[src/rtl/bpf_pkg.sv]
// shared types, constants and tables for the branch power flow pipeline
package bpf_pkg;

  localparam int unsigned CordicSteps = 16;
  localparam int unsigned XyW         = 20;
  localparam int unsigned ZW          = 20;
  localparam int unsigned DivBits     = 47;
  localparam int unsigned RemW        = 16;

  localparam logic signed [17:0] Q13Pi     = 18'sd25736;
  localparam logic signed [17:0] Q13HalfPi = 18'sd12868;
  localparam logic signed [17:0] Q13TwoPi  = 18'sd51472;
  localparam logic signed [XyW-1:0] CordicGain = 20'sd39797;
  localparam logic signed [XyW-1:0] OneQ16     = 20'sd65536;
  localparam logic [15:0] TapOne = 16'd16384;

  // arctan(2^-i) in q16
  function automatic logic signed [ZW-1:0] atan_q16(input logic [3:0] idx);
    logic signed [ZW-1:0] r;
    case (idx)
      4'd0:    r = 20'sd51472;
      4'd1:    r = 20'sd30386;
      4'd2:    r = 20'sd16055;
      4'd3:    r = 20'sd8150;
      4'd4:    r = 20'sd4091;
      4'd5:    r = 20'sd2047;
      4'd6:    r = 20'sd1024;
      4'd7:    r = 20'sd512;
      4'd8:    r = 20'sd256;
      4'd9:    r = 20'sd128;
      4'd10:   r = 20'sd64;
      4'd11:   r = 20'sd32;
      4'd12:   r = 20'sd16;
      4'd13:   r = 20'sd8;
      4'd14:   r = 20'sd4;
      4'd15:   r = 20'sd2;
      default: r = 20'sd0;
    endcase
    return r;
  endfunction

  typedef struct packed {
    logic [31:0]        vff;
    logic [31:0]        vtt;
    logic [31:0]        vft;
    logic signed [23:0] g;
    logic signed [23:0] b;
    logic signed [24:0] bb;
    logic [15:0]        t;
    logic               neg;
  } cord_side_t;

  typedef struct packed {
    logic [RemW-1:0]    rem;
    logic [DivBits-1:0] num;
    logic               neg;
  } div_lane_t;

  typedef struct packed {
    logic signed [33:0] cr_fp;
    logic signed [33:0] cr_fq;
    logic signed [33:0] cr_tp;
    logic signed [33:0] cr_tq;
    logic signed [35:0] self_tp;
    logic signed [35:0] self_tq;
    logic [15:0]        t;
  } div_side_t;

endpackage

[src/rtl/bpf_cordic_cell.sv]
// one rotation step of the cos/sin chain
module bpf_cordic_cell #(
  parameter int unsigned Step = 0
) (
  input  logic                            clk_i,
  input  logic                            rst_ni,
  input  logic                            en_i,
  input  logic                            vld_i,
  input  logic signed [bpf_pkg::XyW-1:0]  x_i,
  input  logic signed [bpf_pkg::XyW-1:0]  y_i,
  input  logic signed [bpf_pkg::ZW-1:0]   z_i,
  input  bpf_pkg::cord_side_t             side_i,
  output logic                            vld_o,
  output logic signed [bpf_pkg::XyW-1:0]  x_o,
  output logic signed [bpf_pkg::XyW-1:0]  y_o,
  output logic signed [bpf_pkg::ZW-1:0]   z_o,
  output bpf_pkg::cord_side_t             side_o
);
  import bpf_pkg::*;

  logic                   vld_q;
  logic signed [XyW-1:0]  x_q, x_d, y_q, y_d;
  logic signed [ZW-1:0]   z_q, z_d;
  cord_side_t             side_q;
  logic signed [XyW-1:0]  xs, ys;
  logic signed [ZW-1:0]   ang;

  always_comb begin
    xs  = x_i >>> Step;
    ys  = y_i >>> Step;
    ang = atan_q16(4'(Step));
    if (z_i >= 0) begin
      x_d = x_i - ys;
      y_d = y_i + xs;
      z_d = z_i - ang;
    end else begin
      x_d = x_i + ys;
      y_d = y_i - xs;
      z_d = z_i + ang;
    end
  end

  always_ff @(posedge clk_i or negedge rst_ni) begin
    if (!rst_ni) begin
      vld_q <= 1'b0;
    end else if (en_i) begin
      vld_q <= vld_i;
    end
  end

  always_ff @(posedge clk_i) begin
    if (en_i) begin
      x_q    <= x_d;
      y_q    <= y_d;
      z_q    <= z_d;
      side_q <= side_i;
    end
  end

  assign vld_o  = vld_q;
  assign x_o    = x_q;
  assign y_o    = y_q;
  assign z_o    = z_q;
  assign side_o = side_q;

  // rotated vector never leaves the 18 bit range
  a_xy_range: assert property (@(posedge clk_i) disable iff (!rst_ni)
    vld_q |-> (x_q < 20'sd131072 && x_q > -20'sd131072 &&
               y_q < 20'sd131072 && y_q > -20'sd131072))
    else $error("cordic vector out of range");

endmodule

[config.mk]
export PLATFORM = sky130hd
export DESIGN_NAME = bpf_cordic_cell
export DESIGN_NICKNAME = d
export VERILOG_FILES = /design/src/rtl/bpf_pkg.sv /design/src/rtl/bpf_cordic_cell.sv
export SDC_FILE = /design/constraint.sdc
export NUM_CORES = 1
export LEC_CHECK = 0
export BUFFER_PORTS_ARGS = -buffer_cell sky130_fd_sc_hd__buf_2
export CAP_MARGIN = 40
export CELL_PAD_IN_SITES_DETAIL_PLACEMENT = 0
export CELL_PAD_IN_SITES_GLOBAL_PLACEMENT = 1
export CORE_AREA = 2 2 196 198
export CTS_BUF_LIST = sky130_fd_sc_hd__clkbuf_2
export CTS_CLUSTER_DIAMETER = 120
export DETAILED_ROUTE_END_ITERATION = 6
export DIE_AREA = 0 0 198 200
export GPL_TIMING_DRIVEN = 0
export PLACE_DENSITY = 0.63
export SLEW_MARGIN = 20
export SYNTH_ARGS = -nofsm -noshare
export SYNTH_HDL_FRONTEND = slang
export SYNTH_SLANG_ARGS = --single-unit
[constraint.sdc]
create_clock -name clk_i -period 1 [get_ports clk_i]
set_input_delay 0.2 -clock clk_i [delete_from_list [all_inputs] [get_ports clk_i]]
set_output_delay 0.2 -clock clk_i [all_outputs]
set_load 0.1 [all_outputs]
==> results of run 1 <==
## kinds of logic after synthesis
logic type      after synthesis  synth area share [%]
flops                       246                  66.4
xor+xnor                     50                  3.94
compound gates              178                  10.6
simple gates                135                  5.98
buf+inv                      91                  3.28
fa+ha+maj                    77                  8.94
mux                           9                 0.822
## stage by stage
step                      utilization (%)  cells  TNS [ns]  instance area [µm²]
after detailed placement             39.4   1795   -201.22                14700
after global placement               39.2   1793  -1017.78                14700
after floorplan                         -    786    -85.56                11500
==> flow_summary_export.csv, run 1 <==
group,metric,value,unit
logic_synthesis,ys_types,66,
clock_network,postCtsHoldBufs,397,
logic_synthesis,synth-seq-cells,246,
place,portBuffers,496,
logic_synthesis,synth_warnings,0,
place,pre_cts_slack,-3.13,ns
run_status,error,"[ERROR RSZ-0060] Max buffer count reached.",
logic_synthesis,synth_top_area_share,66.2,%
die,row_count,71,
logic_synthesis,syn_nets,1113,
clock_network,post-cts-setup-buffers,70,
logic_synthesis,synth_most_common_cell,"edfxtp_1",
logic_synthesis,synthCells,786,
run_status,status,"aborted with a tool error",
die,chipHeight,200,µm
clock_network,cts_resized,676,
clock_network,cts_htree_levels,3,
logic_synthesis,syn-cell-area,0.0111,mm²
place,routabilityCongestion,0.857,
logic_synthesis,seq_area_frac_synth,66.4,%
place,hpwl,34100,µm
die,initial_core_util,29.7,%
clock_network,clk_path_buf_depth,3,
logic_synthesis,syn_area_per_cell,14.1,µm²
die,ioPinCount,497,
clock_network,numCtsBuffers,70,
run_status,lastStage,"clock tree synthesis",
logic_synthesis,netlist_top_cells_area,"edfxtp_1, ha_1, xnor2_1, a21oi_1, inv_1",
logic_synthesis,synth_edf_count,245,
clock_network,clkSinkCount,246,
logic_synthesis,synth_top_area_cell,"edfxtp_1",
die,die_w,198,µm
logic_synthesis,yosys_most_used_dff,"edfxtp_1",
logic_synthesis,yosys-top-cells-count,"edfxtp_1, ha_1, inv_1",
clock_network,ctsRootBufferMaster,"clkbuf_2",
logic_synthesis,postSynth.asyncResetShare,0.407,%
==> run 2: changes to the inputs <==
- CELL_PAD_IN_SITES_DETAIL_PLACEMENT: 0 -> default
- CELL_PAD_IN_SITES_GLOBAL_PLACEMENT: 1 -> default
- CORE_AREA: 2 2 196 198 -> default
- CORE_UTILIZATION: default -> 25
- CTS_BUF_LIST: sky130_fd_sc_hd__clkbuf_2 -> default
- CTS_CLUSTER_DIAMETER: 120 -> default
- DIE_AREA: 0 0 198 200 -> default
- PLACE_DENSITY: 0.63 -> default
- PLACE_DENSITY_LB_ADDON: default -> 0.15
==> flow_summary_export.csv, run 2 <==
group,metric,value,unit
routing,vias_per_cell,4.41,
routing,drc,0,
setup_path,critical_path_class,"input port to register",
sta,max_slew_margin,62.6,%
routing,vias,9737,
logic_synthesis,seq_area_frac_synth,66.4,%
place,hpwl,32500,µm
sta,finalCriticalPeriod,2.65,ns
clock_network,cts_tree,"built",
setup_path,worstSetupStartpointType,"input port",
setup_path,cp_max_fo,5,
worst_hold_path,holdCritPathClass,"input port to register",
sta,max_freq,377,MHz
worst_hold_path,min_from,"y_i[19]",
die,die_w,213,µm
run_status,status,"finished, violations left",
cells_and_area,fin_area,0.0212,mm²
pwr,p_per_area,1820,mW/mm²
cells_and_area,fill_cells,3804,
cells_and_area,layout-drive-gt1-share,50.9,%
setup_path,r2r_cells,1,
logic_synthesis,syn-cell-area,0.0111,mm²
logic_synthesis,syn_nets,1113,
worst_hold_path,holdPathStages,3,
cells_and_area,final_common_cell,"buf_6",
cells_and_area,register_area,0.00739,mm²
logic_synthesis,ys_types,66,
setup_path,critical_path_required,1.32,ns
clock_network,clkSinkCount,246,
logic_synthesis,syn_area_per_cell,14.1,µm²
sta,period_share,265,%
sta,setup_tns,-136.24,ns
setup_path,r2r_start,"vld_o$_DFFE_PN0P_",
global_routing,grtUsageTotal,19.3,%
setup_path,regToRegEndpoint,"vld_o$_DFFE_PN0P_",
cells_and_area,layout_common_cells,"buf_6, edfxtp_1, buf_2",
sta,skew,0,ns
pwr,max-vdd-ir-drop,1.16,mV
cells_and_area,area_growth_syn_to_layout,90.9,%
setup_path,cp.arrival,2.97,ns
sta,rsz0062_at_grt,"yes",
routing,drt-initial-drc-count,507,
logic_synthesis,synth_most_common_cell,"edfxtp_1",
logic_synthesis,synth_top_area_share,66.2,%
routing,wl,46000,µm
global_routing,grt_pass1_wl,64400,µm
routing,firstDrtPassIters,4,
logic_synthesis,yosys-top-cells-count,"edfxtp_1, ha_1, inv_1",
logic_synthesis,netlist_top_cells_area,"edfxtp_1, ha_1, xnor2_1, a21oi_1, inv_1",
routing,drtAntennaViolNets,0,
job,cap_violations,0,
cells_and_area,multi_input_area,0.00451,mm²
run_status,violations,"negative setup slack",
routing,wl_per_cell,20.8,µm
clock_network,ctsRootBufferMaster,"clkbuf_16",
sta,setup_ws,-1.65,ns
place,portBuffers,496,
global_routing,gr-total-overflow,0,
logic_synthesis,synth_warnings,0,
pwr,totalPowerFinal,38700,µW
clock_network,clk_path_buf_depth,3,
logic_synthesis,synth-seq-cells,246,
sta,hold_violations,0,
die,ioPinCount,497,
logic_synthesis,synthCells,786,
place,routabilityCongestion,0.844,
clock_network,clk_latency,0.56,ns
sta,drv_slew,0,
logic_synthesis,postSynth.asyncResetShare,0.407,%
global_routing,antenna_found_initial,5,
clock_network,cts_htree_levels,1,
pwr,p_leak,0.00887,µW
global_routing,grt_start_max_net_pins,95,
setup_path,worst_setup_path_end_kind,"register",
die,row_count,76,
clock_network,numCtsBuffers,29,
cells_and_area,utilization,48.8,%
sta,setup_violations,300,
cells_and_area,largest_reg_flops,186,
place,placed_area,0.0148,mm²
die,coreArea,0.0435,mm²
logic_synthesis,synth_edf_count,245,
die,die_area,0.0453,mm²
die,chipHeight,213,µm
logic_synthesis,synth_top_area_cell,"edfxtp_1",
clock_network,clk_pin_slew_worst_paths,0.06,ns
setup_path,rrSetupSlack,0.14,ns
die,initial_core_util,25.6,%
sta,max_slew.worst_pin.slew,0.561,ns
global_routing,first_global_vias,10300,
worst_hold_path,whs_endpoint,"x_o[19]$_DFFE_PP_",
logic_synthesis,yosys_most_used_dff,"edfxtp_1",
cells_and_area,layout.nets,1923,
run 2: stage by stage:
step	hold WS [ns]	instances	setup slack (ns)
global route	0.0816	2207	-1.81
detailed placement	-0.0239	1869	-2.94
CTS	0.0416	2177	-1.77
floorplan	-0.0956	786	-2.04
global placement	-0.0246	1867	-4.14
finish	0.0798	2208	-1.65
run 2: cell type report:
cell class / instances / area share (%)
plain buffers: 17 / 1.01
well taps: 585 / 3.45
diodes: 5 / 0.0590
repair buffers: 785 / 33.8
flip-flops and latches: 246 / 34.8
clock inverters: 18 / 0.772
multi-input cells: 449 / 21.2
clock buffers: 35 / 3.53
inverters: 68 / 1.37
run 2: worst max-delay path by stage:
stage / startpoint / endpoint / slack [ns] / depth (start not counted)
after floorplan: z_i[0] / z_o[19]$_DFFE_PP_ / -2.04 / 12
after global placement: en_i / vld_o$_DFFE_PN0P_ / -4.14 / 2
after detailed placement: z_i[6] / z_o[19]$_DFFE_PP_ / -2.94 / 14
after CTS: z_i[8] / z_o[16]$_DFFE_PP_ / -1.77 / 18
after global routing: z_i[11] / z_o[16]$_DFFE_PP_ / -1.81 / 17
final: z_i[7] / z_o[16]$_DFFE_PP_ / -1.65 / 18
run 2: what timing repair did:
action,CTS,global route
hold endpoints to repair,193,0
buffers inserted,60,34
hold buffers,194,0
endpoints found under the setup margin,358,300
gates cloned,6,0
gates resized for setup,651,123
pin swaps,71,89
run 2: worst max-delay path, stage by stage:
cell	delay (ns)
buf_8	0.10
nor4_4	0.27
nand4_1	0.13
buf_6	0.15
o31ai_4	0.24
buf_6	0.16
inv_4	0.04
buf_12	0.11
buf_12	0.13
fa_2	0.34
nor2b_2	0.14
o21ai_2	0.08
a21boi_2	0.17
o21ai_2	0.11
a21oi_4	0.23
a211o_1	0.17
a21oi_2	0.06
xnor2_1	0.12
run 2: report_power, final:
part | internal, µW | leakage [µW] | switching (µW) | total (µW)
registers | 12600 | 0.00241 | 485 | 13100
logic | 4720 | 0.00601 | 10600 | 15300
clock network | 5880 | 0.000442 | 4410 | 10300
run 2: cell families (layout without fill, tap and decap cells):
| family | Yosys count | after routing | share of synthesized area (%) |
|---|---|---|---|
| compound gates | 178 | 178 | 10.6 |
| xor+xnor | 50 | 50 | 3.94 |
| fa+ha+maj | 77 | 77 | 8.94 |
| buf+inv | 91 | 923 | 3.28 |
| flops | 246 | 246 | 66.4 |
| mux | 9 | 9 | 0.822 |
| other cells | 0 | 5 | 0 |
| simple gates | 135 | 135 | 5.98 |
run 2: routing by layer:
layer	global-route usage, %	vias to the layer above	wire, µm
met4	10.9	2	2530
met1	20.6	4723	16600
met3	3.65	113	2660
li1	-	4543	-
met5	0	-	8
met2	35.5	356	24200
Note: power is estimated with default switching activity, not from simulation.
